`config.mk`:
```
export PLATFORM = sky130hd
export DESIGN_NAME = tbpd_window
export DESIGN_NICKNAME = d
export VERILOG_FILES = /design/src/hw/rtl/tbpd_pkg.sv /design/src/hw/rtl/tbpd_window.sv
export VERILOG_INCLUDE_DIRS = /design/src /design/src/hw/rtl
export SDC_FILE = /design/constraint.sdc
export NUM_CORES = 1
export LEC_CHECK = 0
export BUFFER_PORTS_ARGS = -buffer_cell sky130_fd_sc_hd__buf_2
export CORE_ASPECT_RATIO = 1.2
export CORE_MARGIN = 2
export CORE_UTILIZATION = 40
export CTS_BUF_LIST = sky130_fd_sc_hd__clkbuf_16
export CTS_CLUSTER_SIZE = 28
export DETAILED_ROUTE_END_ITERATION = 10
export PLACE_DENSITY = 0.59
export SLEW_MARGIN = 30
export SYNTH_ARGS = -nofsm -noshare
export SYNTH_HDL_FRONTEND = slang
export SYNTH_SLANG_ARGS = --single-unit
```
`constraint.sdc`:
```
create_clock -name i_clk -period 8.8 [get_ports i_clk]
set_clock_uncertainty 0.15 [all_clocks]
set_input_delay 1.76 -clock i_clk [delete_from_list [all_inputs] [get_ports i_clk]]
set_output_delay 1.76 -clock i_clk [all_outputs]
set_load 0.02 [all_outputs]
```
`src/hw/rtl/touch_button_press_detector_defines.svh`:
```
// Assertion macros shared by the touch detector RTL.
// TBPD_ASSERT is held off during reset; TBPD_ASSERT_ALWAYS is checked on every rising clock edge.
`ifndef TOUCH_BUTTON_PRESS_DETECTOR_DEFINES_SVH
`define TOUCH_BUTTON_PRESS_DETECTOR_DEFINES_SVH
`ifndef SYNTHESIS
`define TBPD_ASSERT(lbl, prop) \
    lbl: assert property (@(posedge i_clk) disable iff (!i_rst_n) prop) \
        else $error("tbpd assertion failed");
`define TBPD_ASSERT_ALWAYS(lbl, prop) \
    lbl: assert property (@(posedge i_clk) prop) \
        else $error("tbpd assertion failed");
`else
`define TBPD_ASSERT(lbl, prop)
`define TBPD_ASSERT_ALWAYS(lbl, prop)
`endif
`endif

```
`src/hw/rtl/tbpd_pkg.sv`:
```
package tbpd_pkg;

    localparam int SAMPLE_BITS   = 16;
    localparam int WINDOW_DEPTH  = 10;
    localparam int POS_BITS      = $clog2(WINDOW_DEPTH);
    localparam int FRAC_BITS     = 16;
    localparam int BASE_BITS     = SAMPLE_BITS + FRAC_BITS;   // unsigned Q.16 baseline
    localparam int ENTRY_BITS    = BASE_BITS + 1;             // signed difference
    localparam int SUM_BITS      = SAMPLE_BITS + 21;
    localparam int THR_BITS      = 8;
    localparam int LIMIT_BITS    = 8;
    localparam int ALPHA_BITS    = 16;
    localparam int CFG_DATA_BITS = 16;
    localparam int CFG_IDX_BITS  = 2;

    localparam logic [THR_BITS-1:0]   THR_RESET   = THR_BITS'(70);
    localparam logic [LIMIT_BITS-1:0] LIMIT_RESET = LIMIT_BITS'(100);
    localparam logic [ALPHA_BITS-1:0] ALPHA_RESET = ALPHA_BITS'(66);

    typedef enum logic [CFG_IDX_BITS-1:0] {
        CFG_PRESS_THRESHOLD = 2'd0,
        CFG_OUTLIER_LIMIT   = 2'd1,
        CFG_BASELINE_ALPHA  = 2'd2
    } t_cfg_idx;

    // baseline stage -> window stage
    typedef struct packed {
        logic                         rejected;
        logic signed [ENTRY_BITS-1:0] entry;
    } t_base_out;

    typedef struct packed {
        logic pressed;
        logic press_edge;
        logic sample_rejected;
    } t_result;

endpackage

```
`src/hw/rtl/tbpd_window.sv`:
```
`include "touch_button_press_detector_defines.svh"

module tbpd_window
    import tbpd_pkg::*;
(
    input  logic                  i_clk,
    input  logic                  i_rst_n,
    input  logic                  i_en,
    input  t_base_out             i_base,
    input  logic [THR_BITS-1:0]   i_threshold,
    output t_result               o_result
);

    localparam int WIDE_BITS = SUM_BITS + 2;
    localparam logic signed [WIDE_BITS-1:0] SUM_HI =
        $signed({3'b000, {(SUM_BITS-1){1'b1}}});
    localparam logic signed [WIDE_BITS-1:0] SUM_LO =
        $signed({3'b111, {(SUM_BITS-1){1'b0}}});

    logic signed [ENTRY_BITS-1:0] r_entries [WINDOW_DEPTH];
    logic [POS_BITS-1:0]          r_pos, n_pos;
    logic signed [SUM_BITS-1:0]   r_sum, n_sum;
    logic                         r_pressed, n_pressed;

    logic signed [WIDE_BITS-1:0]  w_wide;
    logic signed [SUM_BITS-1:0]   w_sat;
    logic signed [SUM_BITS-1:0]   w_thr;

    always_comb begin
        w_wide = WIDE_BITS'(r_sum) - WIDE_BITS'(r_entries[r_pos]) + WIDE_BITS'(i_base.entry);
        priority if (w_wide > SUM_HI) begin
            w_sat = SUM_HI[SUM_BITS-1:0];
        end else if (w_wide < SUM_LO) begin
            w_sat = SUM_LO[SUM_BITS-1:0];
        end else begin
            w_sat = w_wide[SUM_BITS-1:0];
        end
        w_thr = $signed({{(SUM_BITS-THR_BITS-FRAC_BITS){1'b0}}, i_threshold,
                         {FRAC_BITS{1'b0}}});
        n_pos = (r_pos == POS_BITS'(WINDOW_DEPTH-1)) ? '0 : r_pos + 1'b1;
        if (i_base.rejected) begin
            n_sum     = r_sum;
            n_pressed = r_pressed;
        end else begin
            n_sum     = w_sat;
            n_pressed = (w_sat > w_thr);
        end
        o_result.pressed         = n_pressed;
        o_result.press_edge      = n_pressed && !r_pressed;
        o_result.sample_rejected = i_base.rejected;
    end

    always_ff @(posedge i_clk) begin
        if (!i_rst_n) begin
            r_pos     <= '0;
            r_sum     <= '0;
            r_pressed <= 1'b0;
            for (int k = 0; k < WINDOW_DEPTH; k++) begin
                r_entries[k] <= '0;
            end
        end else if (i_en) begin
            r_pressed <= n_pressed;
            if (!i_base.rejected) begin
                r_sum            <= n_sum;
                r_pos            <= n_pos;
                r_entries[r_pos] <= i_base.entry;
            end
        end
    end

    `TBPD_ASSERT(a_reject_holds_pos, (i_en && i_base.rejected) |=> $stable(r_pos))
    `TBPD_ASSERT(a_edge_sets_pressed, (i_en && o_result.press_edge) |=> r_pressed)

endmodule

```
After elaboration in Yosys (flattened, before gate mapping)
Memory sizes are Yosys's and may differ from the RTL's. A register that Yosys moved wholly into a read port is not among the register bits. Index checks and enable logic that the tools add are counted.

Word-level logic and storage cells: 30. Memory bits (writable): 330. Register bits: 42. Bits of input ports: 45. Memories: 1. Output and inout bits: 3.

Order comparisons: 3. $add $sub $neg: 3. Reductions and logical operators: 4. Bitwise operators: 1. Mux-type cells: 14. Eq/ne operators: 1.

Memories: r_entries (depth 10, width 33, rd ports 1, clocked after Yosys merged registers in 1, wr ports 10, line tbpd_window.sv:20) `logic signed [ENTRY_BITS-1:0] r_entries [WINDOW_DEPTH];`.

Operator list (number): 37-bit two-way mux (2); 38-bit by 33-bit adder with 39-bit output (1); 39-bit by 37-bit > comparator with 1-bit output, second input constant (1); 39-bit by 37-bit less-than comparator with 1-bit output, second input constant (1); 37-bit by 33-bit subtractor with 38-bit output (1); 37-bit by 25-bit > comparator with 1-bit output (1); 33-bit two-way mux (1); 33-bit OR reduction (1); 4-bit two-way mux (4); 1-bit two-way mux (7); 4-bit by 1-bit adder with 4-bit output, second input constant (1); 4-bit == test, second input constant (1); 2-bit AND reduction (1); 1-bit logical AND (1); 1-bit logical NOT (1); 1-bit NOT (1).

Longest topological paths before layout
Gate-level depths: netlist (run 1).

Depth after elaboration: 8. Gate-level depth with buffers: 32. Depth with buffers taken out: 27.

Worst setup path before layout (run 1)
OpenSTA, ideal clock, no wires.

Path type: flip-flop to output port. Start point: reg (tool-made name). End point: out o_result[2] in the netlist's numbering. Path buffers: 6. Arrival time: 7642 ps. Cell stages (with the launch flop): 31. Slack: -752 ps. Data required time: 6890 ps. Cell sequence: dfxtp_1 > clkbuf_1 > clkbuf_1 > buf_1 > mux4_2 > mux4_2 > fa_1 > inv_1 > ha_1 > clkbuf_1 > nand4_1 > o221a_2 > o21ai_0 > a21oi_1 > o21ai_1 > mux2i_2 > nand2_1 > buf_2 > a21o_1 > ha_1 > nor2b_1 > o21ai_0 > nand2b_1 > a2111oi_0 > o21bai_1 > a21oi_1 > o221ai_1 > or4_4 > nor4_4 > o31ai_1 > buf_4.

RTL lines: end, declared (line tbpd_window.sv:11) `output t_result o_result`.

==> results_dict.tcl, run 1 <==
set metrics [dict create \
    status "finished with violations" \
    violations "setup timing" \
    async_reset_ff_share_pct 0 \
    grt_pass1_wl_um 119000 \
    synth.cell_area_um2 27100 \
    ys_top_cells_by_count "edfxtp_1, nor2_1, inv_1" \
    final_nets 2354 \
    slew_viol_final 0 \
    synth_compound_area_share_pct 5.30 \
    worst_ep_arrival_time_ns 7.47 \
    final_area_um2 33300 \
    die_w_um 242 \
    area_growth_pct 22.7 \
    synth_edf_count 528 \
    synth_top_family_by_area "multiplexers" \
    synthFlopType "edfxtp_1" \
    power_leakage_nw 12.3 \
    grt_use_total_pct 23.2 \
    crit_path_start_kind "register" \
    crit_required_ns 6.89 \
    worstSkewPairLatency_ns 0.63 \
    synthCells 1919 \
    firstDrtPassIters 6 \
    cts_max_level 2 \
    synth.area.mux_share_pct 13.8 \
    antenna_left 0 \
    ir_drop_v 0.000155 \
    first_iter_violations 1655 \
    dpl_cell_area_um2 30600 \
    hold_start "r_sum[0]" \
    ys_seq_area_share_pct 61.8 \
    cp_max_fo 6 \
    yosysTopAreaCell "edfxtp_1" \
    synth_adder_area_share_pct 4.90 \
    portBuffers 47 \
    drc 0 \
    drive_above_1_share_pct 32.3 \
    core_area_um2 67100 \
    dpl.hpwl_um 50600 \
    cap_viol_max_count 0 \
    synth-xor-area-share_pct 1.03 \
    grt_max_degree 47 \
    synth.avg_cell_area_um2 14.1 \
    cts_tree "done" \
    setup_ws_ns -0.580 \
    synth_simple_gate_area_share_pct 8.73 \
    rr_endpoint "r_pressed" \
    setup.worst_path.class "register to output pin" \
    slowest_stage "mux4_2" \
    grt_pass1_vias 18515 \
    hp-class "register to register" \
    synth_nets 2048 \
    endpoint_kind "output pin" \
    hold-path-cell-count 2 \
    n_antenna_cell 0 \
    clock.fmax_mhz 107 \
    clk_pin_slew_ns 0.07 \
    gp_congestion 0.925 \
    tightest_slew_ns 0.961 \
    yosysMostFrequentCell "edfxtp_1" \
    utilization_pct 49.6 \
    pre_cts_slack_ns -0.516 \
    max-slew-margin-rel_pct 35.8 \
    hold_viol 0 \
    slowest_delay_ns 0.62 \
    fin_crit_sh_pct 107 \
    finalSetupViolCount 2 \
    holdBufCountCts 0 \
    grt_antenna_before_repair 3 \
    rsz0062_at_grt "yes" \
    rr_worst_depth 28 \
    clockBufferDepth 3 \
    vias_per_cell 5.62 \
    min_period_ns 9.38 \
    clock-root-buffer "clkbuf_16" \
    ios 48 \
    power_density_nw_per_um2 239 \
    synth.top_cell.area_share_pct 58.4 \
    cts.sinks 574 \
    num_vias 17815 \
    start_util_pct 40.4 \
    grt_overflow 0 \
    synth_cell_types 73 \
    crit_top_cell "buf_4" \
    numCtsBuffers 54 \
    yosysWarningCount 0 \
    rrSetupSlack_ns 1.84 \
    fin_hold_ws_ns 0.311 \
    rows 104 \
    synth-seq-cells 574 \
    drt_wl_total_um 81400 \
    die_h_um 289 \
    yosys-top-cells-area "edfxtp_1, mux4_2, nor2_1" \
    hold_end "r_sum[0]" \
    wire_per_inst_um 25.7 \
    dieArea_um2 70000 \
]
registers in the layout, summed over array words and instances (netlist names), named ones only:
register and cells:
r_entries 528, r_pos 4, r_pressed 1, r_sum 37
worst max-delay path, delay by kind of cell, from the launching register on:
family / cells / cell delay (ns)
AO/OA/AOI/OAI: 8 / 1.29
buffers and inverters: 6 / 0.90
adder cells (fa/ha/maj): 3 / 0.97
AND/OR/NAND/NOR: 9 / 1.99
multiplexers: 3 / 1.23
flip-flops: 1 / 0.45
worst max-delay path by stage:
stage                  endpoint        from  slack, ns  depth (start not counted)
floorplan           o_result[2]  i_base[32]       0.03                         26
global placement    o_result[2]  i_base[20]      -0.49                         28
detailed placement  o_result[2]  i_base[32]      -0.52                         26
CTS                 o_result[2]    register      -0.65                         30
global route        o_result[2]    register      -0.84                         30
finish              o_result[2]    register      -0.58                         29
power by group:
part	switching (mW)	leakage, nW	total, mW	internal (mW)
sequential	0.0280	5.61	3.08	3.05
clock	1.05	0.894	2.28	1.23
combinational	1.37	5.81	2.60	1.23
metal layers:
layer | up-vias | GRT usage (%) | share of wire (%)
met5 | - | 0 | 0.047
met3 | 146 | 3.43 | 6.9
met2 | 740 | 40.4 | 50
met1 | 9230 | 30.1 | 40
met4 | 6 | 7.50 | 3.2
li1 | 7693 | - | -
timing repair:
action                                  in CTS  in global routing
endpoints found under the setup margin       2                  2
buffers inserted                            21                  4
gates cloned                                 5                  3
gates resized for setup                     76                 34
pin swaps                                   28                 20
per-stage QoR:
stage	setup TNS [ns]	power (mW)	instances
3_3_place_gp	-0.951	5.45	3038
6_report	-1.15	7.96	3171
3_5_place_dp	-1.02	5.45	3038
4_1_cts	-1.29	7.90	3165
2_1_floorplan	0	4.42	1919
5_1_grt	-1.67	8.30	3171
kinds of logic after synthesis:
| logic type | after synthesis |
|---|---|
| buffers and inverters | 312 |
| XOR/XNOR | 32 |
| AO/OA/AOI/OAI | 204 |
| adder cells (fa/ha/maj) | 84 |
| AND/OR/NAND/NOR | 545 |
| flip-flops | 574 |
| multiplexers | 168 |
cell usage in the layout (no fill, tap or decap), types with 16 or more instances in the layout:
master,n
buf_4,276
nand2_1,100
a21oi_2,16
a21oi_1,34
inv_1,209
mux4_2,165
ha_4,16
edfxtp_1,528
ha_1,28
o21ai_0,16
buf_2,46
a21o_1,22
xnor2_1,17
a221oi_1,30
nand4_1,18
clkbuf_16,58
nor2_1,293
dfxtp_1,42
fa_1,37
buf_12,25
nor3_1,41
area by class of cell:
cell class | instances | area [um2]
inverter | 197 | 743
sequential | 574 | 16800
multi-input combinational | 1033 | 9790
tap | 901 | 1130
clock inverter | 46 | 342
fill | 5817 | 33800
clock buffer | 55 | 1380
timing repair buffer | 365 | 3150
Note: power is estimated with default switching activity, not from simulation.
==> run 2: changes to the inputs <==
Settings changed: ABC_AREA set to 1.
==> run 2 against run 1 <==
Compared with the run above: the run now ends clean; synthesized area grew 5.4%; first-iteration DRC count grew 22%; sequential share of layout area increased by 2.1 points; utilization fell by 4.5 points; sequential cell count unchanged; design area decreased by 3.9%; fmax grew 11%; register-to-register slack improved by 0.92 ns; worst hold slack better by 0.027 ns; global-route usage shrank 0.054 points; routed wire length up 7.3%.
==> results_dict.tcl, run 2 <==
set metrics [dict create \
    status "complete, no violations" \
    rows 107 \
    synth.avg_cell_area_um2 10.1 \
    slowest_stage "fa_1" \
    numCtsBuffers 54 \
    yosysWarningCount 0 \
    crit_top_cell "nand2_1" \
    grt_antenna_before_repair 1 \
    clockBufferDepth 3 \
    gp_congestion 1.01 \
    max-slew-margin-rel_pct 37.1 \
    area_growth_pct 11.8 \
    power_leakage_nw 12.2 \
    min_period_ns 8.45 \
    n_antenna_cell 0 \
    clock-root-buffer "clkbuf_16" \
    cap_viol_max_count 0 \
    setup.worst_path.class "register to output pin" \
    ir_drop_v 0.000272 \
    clock.fmax_mhz 118 \
    synth.cell_area_um2 28600 \
    dieArea_um2 73700 \
    top_register "r_entries" \
    synth-seq-cells 574 \
    netSwitchingFraction_pct 38.1 \
    p_comb_share_pct 37.5 \
    ys_top_cells_by_count "edfxtp_1, inv_1, nor2_1" \
    layout_commonest_cell "edfxtp_1" \
    synthFlopType "edfxtp_1" \
    nFillCells 6659 \
    yosys-top-cells-area "edfxtp_1, inv_1, nor2_1" \
    power.switching_mw 3.32 \
    die_w_um 248 \
    hold_start "r_pressed" \
    yosysMostFrequentCell "edfxtp_1" \
    largestRegisters "r_entries: 528 flops, r_sum: 37 flops, r_pos: 4 flops" \
    drt_wl_total_um 87400 \
    hold_viol 0 \
    seq_power_share_pct 36.0 \
    ys_seq_area_share_pct 58.6 \
    total_power_mw 8.71 \
    slew_viol_final 0 \
    fin_crit_sh_pct 96.0 \
    endpoint_kind "output pin" \
    dpl.hpwl_um 55000 \
    antenna_left 0 \
    tightest_slew_ns 0.942 \
    cp_max_fo 31 \
    finalSetupViolCount 0 \
    pre_cts_slack_ns 0.604 \
    worst_ep_arrival_time_ns 6.54 \
    grt_max_degree 84 \
    cts_tree "done" \
    drive_above_1_share_pct 8.59 \
    synth_edf_count 528 \
    cts.sinks 574 \
    slowest_delay_ns 0.51 \
    async_reset_ff_share_pct 0 \
    crit_required_ns 6.89 \
    grt_pass1_vias 20127 \
    power_density_nw_per_um2 272 \
    grt_use_total_pct 23.1 \
    start_util_pct 40.3 \
    final_nets 2986 \
    first_iter_violations 2023 \
    synth_nets 2955 \
    ios 48 \
    synthCells 2826 \
    cts_max_level 2 \
    holdBufCountCts 0 \
    yosysTopAreaCell "edfxtp_1" \
    hp-class "register to register" \
    drc 0 \
    crit_path_start_kind "register" \
    worstSkewPairLatency_ns 0.61 \
    utilization_pct 45.1 \
    grt_overflow 0 \
    wire_per_inst_um 22.8 \
    p_int_mw 5.39 \
    rrSetupSlack_ns 2.76 \
    clk_pin_slew_ns 0.07 \
    core_area_um2 71000 \
    layout_common_cells "edfxtp_1, inv_1, nor2_1, nand2_1, o21ai_0" \
    grt_pass1_wl_um 127000 \
    num_vias 20839 \
    power_frac_clock_pct 26.5 \
    die_h_um 297 \
    portBuffers 47 \
    setup_ws_ns 0.353 \
    vias_per_cell 5.45 \
    largest_reg_flops 528 \
    synth_cell_types 42 \
    fin_hold_ws_ns 0.337 \
    firstDrtPassIters 5 \
    synth.top_cell.area_share_pct 55.4 \
]
## run 2: changes by cell type after synthesis, sizes merged, moves of 109 or more
cell    previous run  this run
o211ai             4       133
mux4             165         0
o21ai             33       224
mux2i              2       132
a21oi             50       180
inv              196       431
nand2            113       369
nor2             303       412
## run 2: logic make-up (layout without fill, tap and decap cells)
group                    count (synthesis)  count (layout)  synth area share [%]
AO/OA/AOI/OAI                          564             564                  11.3
flip-flops                             574             574                  58.6
XOR/XNOR                                23              23                 0.704
multiplexers                           132             132                  4.62
buffers and inverters                  574             648                  7.68
adder cells (fa/ha/maj)                 84              84                  4.64
AND/OR/NAND/NOR                        875             875                  12.4
## run 2: timing repair
action                                  CTS  global route
endpoints found under the hold margin     0             0
gates resized for setup                   0            10
endpoints found under the setup margin    0             2
setup buffers                             0             9
## run 2: per-layer routing
| layer | vias up | track usage (%) | part of all wire (%) |
|---|---|---|---|
| met4 | 0 | 6.25 | 2.4 |
| met1 | 10301 | 32.2 | 42 |
| li1 | 9593 | - | - |
| met5 | - | 0 | 0 |
| met2 | 829 | 38.3 | 48 |
| met3 | 116 | 2.60 | 7.0 |
## run 2: final cells by class
type	count	area [um2]	share of cell area [%]
Timing Repair Buffer	116	982	3.07
Inverter	433	1630	5.10
Clock inverter	45	353	1.10
Multi-Input combinational cell	1678	9730	30.4
Tap cell	926	1160	3.62
Clock buffer	54	1350	4.22
Sequential cell	574	16800	52.5
## run 2: through the flow
step / TNS [ns] / std cells / cell area [um2]
finish: 0 / 3826 / 32000
global placement: 0 / 3714 / 30000
CTS: 0 / 3813 / 31800
detailed placement: 0 / 3714 / 30100
floorplan: 0 / 2826 / 28600
global route: -0.00280 / 3826 / 32000
## run 2: final timing paths
kind | cells after the start | to
max | 35 | o_result[2]
min | 2 | r_pressed
max reg2reg | 34 | r_pressed
min reg2reg | 2 | r_pressed
## run 2: power groups by stage
| stage | clock network, mW | logic, mW | registers [mW] |
|---|---|---|---|
| global placement | 0 | 3.25 | 3.19 |
| CTS | 2.33 | 3.25 | 3.14 |
| global route | 2.43 | 3.66 | 3.14 |
| finish | 2.31 | 3.27 | 3.13 |
| floorplan | 0 | 2.31 | 3.18 |
| detailed placement | 0 | 3.24 | 3.20 |
## run 2: critical path: cells and delay by family (launching register included)
kind	cells	cell delay, ns
and+or+nand+nor	18	1.99
AOI/OAI and AO/OA	9	1.52
adders and majority gates	3	1.17
buffers and inverters	5	0.81
DFF	1	0.43
